### src/hdl/msu_pkg.sv
// ----------------------------------------------------------------------------
// Motor start-up sequencer package
// Shared types and constants: configuration register indexes, the input and
// result transaction layouts and the configuration bundle.
// ----------------------------------------------------------------------------
package msu_pkg;

  localparam int unsigned TICK_W     = 20;
  localparam int unsigned ANGLE_W    = 16;
  localparam int unsigned CUR_W      = 16;
  localparam int unsigned TURN_W     = 32;
  localparam int unsigned ACCEL_W    = 24;
  localparam int unsigned PHASE_W    = 3;
  localparam int unsigned CFG_IDX_W  = 3;
  localparam int unsigned CFG_DATA_W = 32;

  // Configuration register indexes.
  localparam logic [CFG_IDX_W-1:0] REG_ALIGN_TICKS   = 3'd0;
  localparam logic [CFG_IDX_W-1:0] REG_RAMP_TICKS    = 3'd1;
  localparam logic [CFG_IDX_W-1:0] REG_HOLD_TICKS    = 3'd2;
  localparam logic [CFG_IDX_W-1:0] REG_ALIGN_ANGLE   = 3'd3;
  localparam logic [CFG_IDX_W-1:0] REG_ALIGN_CURRENT = 3'd4;
  localparam logic [CFG_IDX_W-1:0] REG_RAMP_CURRENT  = 3'd5;
  localparam logic [CFG_IDX_W-1:0] REG_RAMP_ACCEL    = 3'd6;
  localparam logic [CFG_IDX_W-1:0] REG_HOLD_STEP     = 3'd7;

  // Reset values of the configuration registers that do not reset to zero.
  localparam logic [TICK_W-1:0]  RST_ALIGN_TICKS = 20'd1000;
  localparam logic [TICK_W-1:0]  RST_RAMP_TICKS  = 20'd20000;
  localparam logic [TICK_W-1:0]  RST_HOLD_TICKS  = 20'd20000;
  localparam logic [ANGLE_W-1:0] RST_ALIGN_ANGLE = 16'd16384;

  typedef struct packed {
    logic                      run;
    logic [ANGLE_W-1:0]        encoder_angle;
    logic signed [CUR_W-1:0]   speed_loop_out;
  } in_item_t;

  typedef struct packed {
    logic [PHASE_W-1:0]        phase;
    logic signed [CUR_W-1:0]   id_ref;
    logic signed [CUR_W-1:0]   iq_ref;
    logic [ANGLE_W-1:0]        angle_ref;
  } out_item_t;

  typedef struct packed {
    logic [TICK_W-1:0]         align_ticks;
    logic [TICK_W-1:0]         ramp_ticks;
    logic [TICK_W-1:0]         hold_ticks;
    logic [ANGLE_W-1:0]        first_align_angle;
    logic signed [CUR_W-1:0]   align_current;
    logic signed [CUR_W-1:0]   ramp_current;
    logic [ACCEL_W-1:0]        ramp_accel;
    logic [TURN_W-1:0]         hold_step;
  } cfg_t;

endpackage

### src/hdl/motor_if_startup_sequencer_core.sv
// ----------------------------------------------------------------------------
// Motor start-up sequencer core
// Open-loop start-up sequencer for a PMSM current controller: alignment,
// accelerating ramp, constant-speed hold and hand-over to closed loop.
// ----------------------------------------------------------------------------
// Each input transaction is one control tick and produces exactly one result
// transaction. The block takes one transaction per clock cycle when the
// result side does not stall. A result passes from the input register into
// the result register, which presents it on the result channel; a stall on
// the result side can hold it in the input register. The throughput is set
// by the phase state machine and the 32-bit angle and speed accumulators,
// whose feedback loops are not pipelined.
// Configuration registers are written through the cfg_ port and should only
// be changed while no transaction is in flight.
module motor_if_startup_sequencer_core (
  input  logic                             clk,
  input  logic                             rst_n,
  // Input channel.
  input  logic                             in_valid,
  output logic                             in_stall,
  input  msu_pkg::in_item_t                in_data,
  // Result channel.
  output logic                             out_valid,
  input  logic                             out_stall,
  output msu_pkg::out_item_t               out_data,
  // Configuration port.
  input  logic                             cfg_we,
  input  logic [msu_pkg::CFG_IDX_W-1:0]    cfg_index,
  input  logic [msu_pkg::CFG_DATA_W-1:0]   cfg_wdata
);

  msu_pkg::cfg_t      cfg;
  msu_pkg::in_item_t  in_data_r;
  msu_pkg::out_item_t out_data_r;
  msu_pkg::out_item_t step_result;
  logic               in_valid_r;
  logic               out_valid_r;
  logic               advance;

  // The input register moves into the result register whenever the result
  // register is empty or its transaction is being taken in this cycle.
  // The step logic updates its state at that same edge, so the next tick
  // always sees the state left by the previous one.
  assign advance  = in_valid_r && (!out_valid_r || !out_stall);
  assign in_stall = in_valid_r && !advance;

  always_ff @(posedge clk) begin
    if (!rst_n) begin
      in_valid_r  <= 1'b0;
      out_valid_r <= 1'b0;
    end else begin
      if (in_valid && !in_stall) begin
        in_valid_r <= 1'b1;
      end else if (advance) begin
        in_valid_r <= 1'b0;
      end
      if (advance) begin
        out_valid_r <= 1'b1;
      end else if (!out_stall) begin
        out_valid_r <= 1'b0;
      end
    end
  end

  // Payload registers carry no reset.
  always_ff @(posedge clk) begin
    if (in_valid && !in_stall) begin
      in_data_r <= in_data;
    end
    if (advance) begin
      out_data_r <= step_result;
    end
  end

  msu_cfg_regs u_cfg_regs (
    .clk       (clk),
    .rst_n     (rst_n),
    .cfg_we    (cfg_we),
    .cfg_index (cfg_index),
    .cfg_wdata (cfg_wdata),
    .cfg       (cfg)
  );

  msu_step u_step (
    .clk     (clk),
    .rst_n   (rst_n),
    .step_en (advance),
    .item    (in_data_r),
    .cfg     (cfg),
    .result  (step_result)
  );

  assign out_valid = out_valid_r;
  assign out_data  = out_data_r;

endmodule

### src/hdl/msu_cfg_regs.sv
// ----------------------------------------------------------------------------
// Motor start-up sequencer configuration registers
// Write-only register file decoded from the configuration port.
// ----------------------------------------------------------------------------
module msu_cfg_regs (
  input  logic                             clk,
  input  logic                             rst_n,
  input  logic                             cfg_we,
  input  logic [msu_pkg::CFG_IDX_W-1:0]    cfg_index,
  input  logic [msu_pkg::CFG_DATA_W-1:0]   cfg_wdata,
  output msu_pkg::cfg_t                    cfg
);

  msu_pkg::cfg_t cfg_r;

  always_ff @(posedge clk) begin
    if (!rst_n) begin
      cfg_r.align_ticks       <= msu_pkg::RST_ALIGN_TICKS;
      cfg_r.ramp_ticks        <= msu_pkg::RST_RAMP_TICKS;
      cfg_r.hold_ticks        <= msu_pkg::RST_HOLD_TICKS;
      cfg_r.first_align_angle <= msu_pkg::RST_ALIGN_ANGLE;
      cfg_r.align_current     <= '0;
      cfg_r.ramp_current      <= '0;
      cfg_r.ramp_accel        <= '0;
      cfg_r.hold_step         <= '0;
    end else if (cfg_we) begin
      unique case (cfg_index)
        msu_pkg::REG_ALIGN_TICKS:   cfg_r.align_ticks <= cfg_wdata[msu_pkg::TICK_W-1:0];
        msu_pkg::REG_RAMP_TICKS:    cfg_r.ramp_ticks  <= cfg_wdata[msu_pkg::TICK_W-1:0];
        msu_pkg::REG_HOLD_TICKS:    cfg_r.hold_ticks  <= cfg_wdata[msu_pkg::TICK_W-1:0];
        msu_pkg::REG_ALIGN_ANGLE:
          cfg_r.first_align_angle <= cfg_wdata[msu_pkg::ANGLE_W-1:0];
        msu_pkg::REG_ALIGN_CURRENT: cfg_r.align_current <= cfg_wdata[msu_pkg::CUR_W-1:0];
        msu_pkg::REG_RAMP_CURRENT:  cfg_r.ramp_current  <= cfg_wdata[msu_pkg::CUR_W-1:0];
        msu_pkg::REG_RAMP_ACCEL:    cfg_r.ramp_accel    <= cfg_wdata[msu_pkg::ACCEL_W-1:0];
        msu_pkg::REG_HOLD_STEP:     cfg_r.hold_step     <= cfg_wdata[msu_pkg::TURN_W-1:0];
        default: ;
      endcase
    end
  end

  assign cfg = cfg_r;

endmodule

### src/hdl/msu_step.sv
// ----------------------------------------------------------------------------
// Motor start-up sequencer step logic
// Phase state machine, saturating tick counter and the open-loop speed and
// angle accumulators. Forms one result per stepped transaction.
// ----------------------------------------------------------------------------
module msu_step (
  input  logic                  clk,
  input  logic                  rst_n,
  input  logic                  step_en,
  input  msu_pkg::in_item_t     item,
  input  msu_pkg::cfg_t         cfg,
  output msu_pkg::out_item_t    result
);

  typedef enum logic [msu_pkg::PHASE_W-1:0] {
    MODE_IDLE   = 3'd0,
    MODE_ALIGN1 = 3'd1,
    MODE_ALIGN2 = 3'd2,
    MODE_RAMP   = 3'd3,
    MODE_HOLD   = 3'd4,
    MODE_FOC    = 3'd5
  } mode_t;

  mode_t                       mode_r, mode_nxt, ph;
  logic [msu_pkg::TICK_W-1:0]  tick_r, tick_nxt, tick_inc;
  logic [msu_pkg::TURN_W-1:0]  speed_r, speed_nxt;
  logic [msu_pkg::TURN_W-1:0]  accum_r, accum_nxt;
  logic                        ramp_done;
  logic                        align_done;
  logic                        hold_done;

  assign tick_inc   = (&tick_r) ? tick_r : tick_r + 1'b1;
  assign align_done = (tick_inc >= cfg.align_ticks);
  assign ramp_done  = (tick_inc >= cfg.ramp_ticks);
  assign hold_done  = (tick_inc >= cfg.hold_ticks);

  // Phase decision. The reported phase lags the mode only when the first
  // alignment ends.
  always_comb begin
    mode_nxt = mode_r;
    ph       = mode_r;
    tick_nxt = tick_inc;
    unique case (mode_r)
      MODE_ALIGN1: begin
        if (align_done) begin
          tick_nxt = '0;
          mode_nxt = MODE_ALIGN2;
        end else if (!item.run) begin
          mode_nxt = MODE_IDLE;
          ph       = MODE_IDLE;
        end
      end
      MODE_ALIGN2: begin
        if (align_done) begin
          tick_nxt = '0;
          mode_nxt = MODE_RAMP;
          ph       = MODE_RAMP;
        end else if (!item.run) begin
          mode_nxt = MODE_IDLE;
          ph       = MODE_IDLE;
        end
      end
      MODE_RAMP: begin
        if (ramp_done) begin
          tick_nxt = '0;
          mode_nxt = MODE_HOLD;
          ph       = MODE_HOLD;
        end else if (!item.run) begin
          mode_nxt = MODE_IDLE;
          ph       = MODE_IDLE;
        end
      end
      MODE_HOLD: begin
        if (hold_done) begin
          tick_nxt = '0;
          mode_nxt = MODE_FOC;
          ph       = MODE_FOC;
        end
        if (!item.run) begin
          mode_nxt = MODE_IDLE;
          ph       = MODE_IDLE;
        end
      end
      MODE_FOC: begin
        if (!item.run) begin
          mode_nxt = MODE_IDLE;
          ph       = MODE_IDLE;
        end
      end
      default: begin
        mode_nxt = MODE_IDLE;
        ph       = MODE_IDLE;
        if (item.run) begin
          tick_nxt = '0;
          mode_nxt = MODE_ALIGN1;
          ph       = MODE_ALIGN1;
        end
      end
    endcase
  end

  // Outputs and accumulator updates for the reported phase.
  always_comb begin
    speed_nxt        = speed_r;
    accum_nxt        = accum_r;
    result.phase     = ph;
    result.id_ref    = '0;
    result.iq_ref    = '0;
    result.angle_ref = '0;
    case (ph)
      MODE_ALIGN1: begin
        result.angle_ref = cfg.first_align_angle;
        result.id_ref    = cfg.align_current;
      end
      MODE_ALIGN2: begin
        result.id_ref = cfg.align_current;
        speed_nxt     = '0;
      end
      MODE_RAMP: begin
        result.angle_ref = accum_r[msu_pkg::TURN_W-1 -: msu_pkg::ANGLE_W];
        result.iq_ref    = cfg.ramp_current;
        speed_nxt        = speed_r + {{(msu_pkg::TURN_W-msu_pkg::ACCEL_W){1'b0}},
                                      cfg.ramp_accel};
        accum_nxt        = accum_r + speed_r;
      end
      MODE_HOLD: begin
        result.angle_ref = accum_r[msu_pkg::TURN_W-1 -: msu_pkg::ANGLE_W];
        result.iq_ref    = cfg.ramp_current;
        accum_nxt        = accum_r + cfg.hold_step;
      end
      MODE_FOC: begin
        result.angle_ref = item.encoder_angle;
        result.iq_ref    = item.speed_loop_out;
      end
      default: begin
        speed_nxt = '0;
        accum_nxt = '0;
      end
    endcase
  end

  always_ff @(posedge clk) begin
    if (!rst_n) begin
      mode_r  <= MODE_IDLE;
      tick_r  <= '0;
      speed_r <= '0;
      accum_r <= '0;
    end else if (step_en) begin
      mode_r  <= mode_nxt;
      tick_r  <= tick_nxt;
      speed_r <= speed_nxt;
      accum_r <= accum_nxt;
    end
  end

  // A tick reported as idle leaves both accumulators cleared.
  a_idle_clears: assert property (@(posedge clk) disable iff (!rst_n)
    step_en && (result.phase == MODE_IDLE) |=> (speed_r == '0) && (accum_r == '0))
    else $error("accumulators not cleared by an idle tick");

  // A start request in idle enters the first alignment with a fresh count.
  a_start: assert property (@(posedge clk) disable iff (!rst_n)
    step_en && (mode_r == MODE_IDLE) && item.run |=>
      (mode_r == MODE_ALIGN1) && (tick_r == '0))
    else $error("start request did not enter first alignment");

  // A stop during hold always wins over the move to closed loop.
  a_hold_stop: assert property (@(posedge clk) disable iff (!rst_n)
    step_en && (mode_r == MODE_HOLD) && !item.run |=> (mode_r == MODE_IDLE))
    else $error("stop in hold did not return to idle");

  // Closed loop persists while run stays high.
  a_foc_keep: assert property (@(posedge clk) disable iff (!rst_n)
    step_en && (mode_r == MODE_FOC) && item.run |=> (mode_r == MODE_FOC))
    else $error("closed loop left while running");

endmodule
### config.mk
export PLATFORM = sky130hd
export DESIGN_NAME = motor_if_startup_sequencer_core
export DESIGN_NICKNAME = d
export VERILOG_FILES = /design/src/hdl/msu_pkg.sv /design/src/hdl/motor_if_startup_sequencer_core.sv /design/src/hdl/msu_cfg_regs.sv /design/src/hdl/msu_step.sv
export SDC_FILE = /design/constraint.sdc
export NUM_CORES = 1
export LEC_CHECK = 0
export BUFFER_PORTS_ARGS = -buffer_cell sky130_fd_sc_hd__buf_4
export CAP_MARGIN = 20
export CORE_ASPECT_RATIO = 1.4
export CORE_MARGIN = 2
export CORE_UTILIZATION = 45
export CTS_CLUSTER_SIZE = 25
export DETAILED_ROUTE_END_ITERATION = 10
export GPL_TIMING_DRIVEN = 0
export PLACE_DENSITY_LB_ADDON = 0.3
export SLEW_MARGIN = 20
export SYNTH_ARGS = -nofsm -noshare
export SYNTH_HDL_FRONTEND = slang
export SYNTH_SLANG_ARGS = --single-unit
### constraint.sdc
create_clock -name clk -period 8.05 [get_ports clk]
set_clock_uncertainty 0.2 [all_clocks]
set_input_delay 0.4025 -clock clk [delete_from_list [all_inputs] [get_ports clk]]
set_output_delay 0.4025 -clock clk [all_outputs]
set_load 0.02 [all_outputs]
Yosys cells after proc, flatten, opt, wreduce, memory -nomap -nowiden
Cells that the tools add are included.
{"block": "word_totals", "inputBits": 73, "output_inout_bits": 53, "wordCells": 98, "register_bits": 337}
{"block": "classes", "n_mux": 24, "reduce_logical": 26, "n_bitwise": 2, "add_sub_neg": 4, "eq_ne": 18, "magnitude_cmp": 3}
{"cell": "$mux 20", "count": 5}
{"cell": "$pmux 32 s3", "count": 1}
{"cell": "$pmux 20 s4", "count": 1}
{"cell": "$add 32x32->32", "count": 2}
{"cell": "$pmux 32 s2", "count": 1}
{"cell": "$ge 20x20->1", "count": 3}
{"cell": "$pmux 16 s3", "count": 1}
{"cell": "$add 32x24->32", "count": 1}
{"cell": "$pmux 16 s2", "count": 1}
{"cell": "$pmux 3 s5", "count": 2}
{"cell": "$eq 3x3->1 const B", "count": 8}
{"cell": "$mux 3", "count": 7}
{"cell": "$add 20x1->20 const B", "count": 1}
{"cell": "$reduce_and 2->1", "count": 10}
{"cell": "$reduce_and 20->1", "count": 1}
{"cell": "$eq 3x2->1 const B", "count": 6}
{"cell": "$eq 3x1->1 const B", "count": 3}
{"cell": "$reduce_or 2->1", "count": 3}
{"cell": "$reduce_or 3->1", "count": 2}
{"cell": "$mux 1", "count": 5}
{"cell": "$logic_not 1->1", "count": 4}
{"cell": "$logic_and 1x1->1", "count": 3}
{"cell": "$logic_not 3->1", "count": 1}
{"cell": "$ne 2x1->1 const B", "count": 1}
{"cell": "3 further kinds", "count": 4}

Longest topological paths before layout
{"block": "depth", "depth_word": 10, "mapped_depth": 34, "ltp_nobuf": 32}

By module
A second synthesis with hierarchy kept.
{"block": "hier_totals", "hier_cells": 1822, "area_unflattened_um2": 17823.3}
{"mod": "msu_step", "n_inst": 1, "area_each_um2": 9140.0, "cells_per_inst": 1142, "seq_area_each_um2": 1741.7}
{"mod": "msu_cfg_regs", "n_inst": 1, "area_each_um2": 6077.1, "cells_per_inst": 588, "seq_area_each_um2": 3283.1}
{"mod": "motor_if_startup_sequencer_core", "n_inst": 1, "area_each_um2": 2606.2, "cells_per_inst": 92, "seq_area_each_um2": 2562.5}

Least setup slack after synthesis
Ideal clock, no wire load.
{"block": "synth_timing", "path_type": "flip-flop to flip-flop", "start": "reg u_step.tick_r[0] (netlist name)", "end": "reg u_step.accum_r[31] (netlist name)", "n_path_buf": 2, "setup_slack_ps": 1152, "period_less_slack_ps": 6898, "t_arrival_ps": 6566, "t_required_ps": 7718, "path_stages_with_launch": 34, "setup_time_ps": 132, "path_cell_list": "dfxtp_1 > ha_1 > nand2_1 > nor2_1 > nand2_1 > nor4_2 > or3_1 > buf_2 > inv_1 > and3_1 > xor2_1 > ha_1 > and4_1 > nor4b_1 > a211oi_1 > a21oi_2 > nand2_1 > o22a_1 > inv_2 > nand2_1 > buf_2 > mux2_2 > ha_1 > a211oi_2 > o21ai_1 > a31o_1 > a31o_1 > o21ai_1 > a31oi_1 > a221o_1 > a21oi_1 > xor2_1 > mux2i_1 > a21oi_1"}
{"item": "from (decl)", "line": "msu_step.sv:25", "source": "logic [msu_pkg::TICK_W-1:0] tick_r, tick_nxt, tick_inc;"}
{"item": "from (signal assigned)", "line": "msu_step.sv:150", "source": "tick_r <= tick_nxt;"}
{"item": "to (signal assigned)", "line": "msu_step.sv:152", "source": "accum_r <= accum_nxt;"}
{"item": "to (decl)", "line": "msu_step.sv:27", "source": "logic [msu_pkg::TURN_W-1:0] accum_r, accum_nxt;"}

==> flow_metrics.tcl <==
set metrics [dict create \
    status "complete, no violations" \
    cts-root-buf "clkbuf_16" \
    cp_slowest_cell "or4_1" \
    syn2layout_area_growth_pct 18.9 \
    wl_um 53200 \
    cp_max_fo 10 \
    gr-usage-all-layers_pct 26.5 \
    cts-buffers-inserted 35 \
    leakage_nw 8.44 \
    place.detailed.hpwl_um 39500 \
    tightest_slew_ps 1030 \
    gp_congestion 0.915 \
    antenna_found_initial 1 \
    overflow 0 \
    crit_path_start_kind "flop" \
    io_pins 126 \
    hold_start "cfg_wdata[15]" \
    slowest_delay_ps 580 \
    fin_crit_ps 7660 \
    synthArstFlopShare_pct 0 \
    numPortBuffers 106 \
    fin_util_pct 54.4 \
    antenna_left 0 \
    worstHoldPathCells 3 \
    arrival_ps 7870 \
    grt_pass1_wl_um 82000 \
    clock_sink_count 337 \
    ys_seq_elements 337 \
    hold_class "in2reg" \
    pre_cts_ws_ps -451 \
    ys_types 73 \
    die_h_um 236 \
    die_area_sq_mm 0.0399 \
    cap_violations 0 \
    setup_ws_ps 388 \
    slew_headroom_pct 31.1 \
    wl_per_cell_um 19.8 \
    syn-num-nets 2188 \
    slew_violations 0 \
    reg2reg_slack_ps 390 \
    cp_data_required_time_ps 8250 \
    tritoncts "yes" \
    min_to "u_cfg_regs.cfg[87]" \
    synth.avg_cell_area_sq_um 8.66 \
    worst_r2r_endpoint "u_step.accum_r[31]" \
    synth_edf_count 84 \
    start_util_pct 45.8 \
    synth_seq_area_share_pct 44.0 \
    p_per_area_mw_per_mm2 182 \
    dp.cells 2570 \
    insertion_delay_ps 550 \
    stdcell_count 2689 \
    hold_viol 0 \
    reg2reg_depth 32 \
    holdWs_ps 146 \
    htreeDepth 2 \
    max_freq_mhz 131 \
    drc 0 \
    synth_flop_cell "dfxtp_1" \
    rows 84 \
    critical_path_class "reg2reg" \
    grt_max_degree 39 \
    clockBufferDepth 3 \
    power_mw 3.72 \
    worstReg2RegStart "u_step.tick_r[7]" \
    dr.first_iter.drc_count 1436 \
    post-route-period-util_pct 95.2 \
    syn_inst 1989 \
    path_clk_slew_ps 60 \
    grt_pass1_vias 15100 \
    fillCellCount 3457 \
    routed_via_density 5.70 \
    firstDrtPassIters 7 \
    final_area_sq_mm 0.0205 \
    fp.coreArea_sq_mm 0.0376 \
    die_width_um 169 \
    setup_viol 0 \
    yosysWarnings 0 \
    crit_path_end_kind "flop" \
    setup_tns_ps 0 \
    netlist_area_sq_mm 0.0172 \
    final_layout_size_suffix_gt1_share_pct 12.3 \
    place_area_sq_mm 0.0187 \
    nets 2388 \
    vdd_drop_max_mv 0.190 \
    vias 15300 \
]
## cells in the mapped netlist, drive strengths merged, types with 20 or more instances
master | n | share of area (%)
nand2 | 418 | 9.1
a21oi | 271 | 7.9
dfxtp | 253 | 29
ha | 124 | 9.0
nor2 | 109 | 2.4
inv | 92 | 2.0
clkbuf | 89 | 2.0
edfxtp | 84 | 15
o21ai | 57 | 1.7
nand3 | 54 | 1.6
xnor2 | 34 | 1.7
xor2 | 32 | 1.6
mux2 | 31 | 2.0
a21o | 30 | 1.3
nor3 | 29 | 0.84
and3 | 24 | 0.87
nand2b | 21 | 0.81
o211ai | 21 | 0.92
buf | 20 | 0.66
## layer usage
layer | wire [um] | vias up | share of wire (%) | GRT usage [%]
li1 | - | 7378 | - | -
met1 | 20200 | 7261 | 38 | 30.8
met2 | 26800 | 528 | 50 | 47.4
met3 | 3310 | 154 | 6.2 | 3.30
met4 | 2870 | 0 | 5.4 | 13.5
met5 | 0 | - | 0 | 0
## worst max path at each step
stage	start	end	slack (ps)	cells after the start
after floorplan	u_step.tick_r[0]	u_step.accum_r[31]	1150	33
after global placement	u_step.tick_r[7]	u_step.accum_r[31]	-490	33
after detailed placement	u_step.tick_r[7]	u_step.accum_r[31]	-450	33
after CTS	u_step.tick_r[7]	u_step.accum_r[28]	20	34
after global routing	u_step.tick_r[7]	u_step.accum_r[28]	-30	33
final	u_step.tick_r[7]	u_step.accum_r[31]	390	32
## worst max-delay path: cells and delay by family (launching register included)
family | cells | cell delay (ps)
XOR/XNOR | 2 | 500
buffers and inverters | 4 | 680
multiplexers | 2 | 600
adder cells (fa/ha/maj) | 2 | 620
AND/OR/NAND/NOR | 10 | 2020
AO/OA/AOI/OAI | 12 | 2590
flip-flops | 1 | 300
## flip-flops by register name, indices dropped and copies added (netlist names)
signal and count:
u_cfg_regs.cfg 164, out_data 51, in_data_r 33, u_step.accum_r 32
u_step.speed_r 32, u_step.tick_r 20, u_step.mode_r 3, in_valid_r 1
out_valid 1
## cells by family after synthesis
kind of cell,count (synthesis),synth area share (%)
buffers and inverters,202,4.73
xor gates and xnor gates,66,3.36
muxes,36,2.32
adders and majority gates,126,9.24
DFF,337,44.0
and+or+nand+nor,715,18.1
AOI/OAI and AO/OA,507,18.2
## report_power, final
group | switching, mW | leakage [nW] | internal (mW)
logic | 0.181 | 5.04 | 0.0949
clock network | 0.693 | 0.562 | 0.961
registers | 0.0180 | 2.84 | 1.78
## layout make-up
class,count,area [sq um],area share (%)
flip-flops and latches,337,7590,37.1
clock inverters,13,158,0.770
plain buffers,107,469,2.29
multi-input cells,1450,8940,43.6
clock buffers,50,992,4.84
diodes,1,2.50,0.0122
inverters,93,349,1.70
well taps,473,592,2.89
repair buffers,165,1390,6.79
## cell usage in the layout, fill, tap and decap left out, drive strengths merged, types with 31 or more instances in the layout
cell         Yosys  layout
xor2            32      32
xnor2           34      34
nor2           109     109
a21oi          271     271
nand3           54      54
clkbuf          89     139
nand2          418     418
inv             92      94
o21ai           57      57
edfxtp          84      84
ha             124     124
mux2            31      31
buf             20     132
dfxtp          253     253
dlygate4sd3      0      51
## what timing repair did
action / CTS / global route
setup buffers: 2 / 4
gates resized for setup: 6 / 21
hold buffers: 51 / 0
pin swaps: 2 / 6
hold endpoints to repair: 70 / 0
setup endpoints to repair: 12 / 14
No activity file was read; power rests on OpenSTA's default activity.
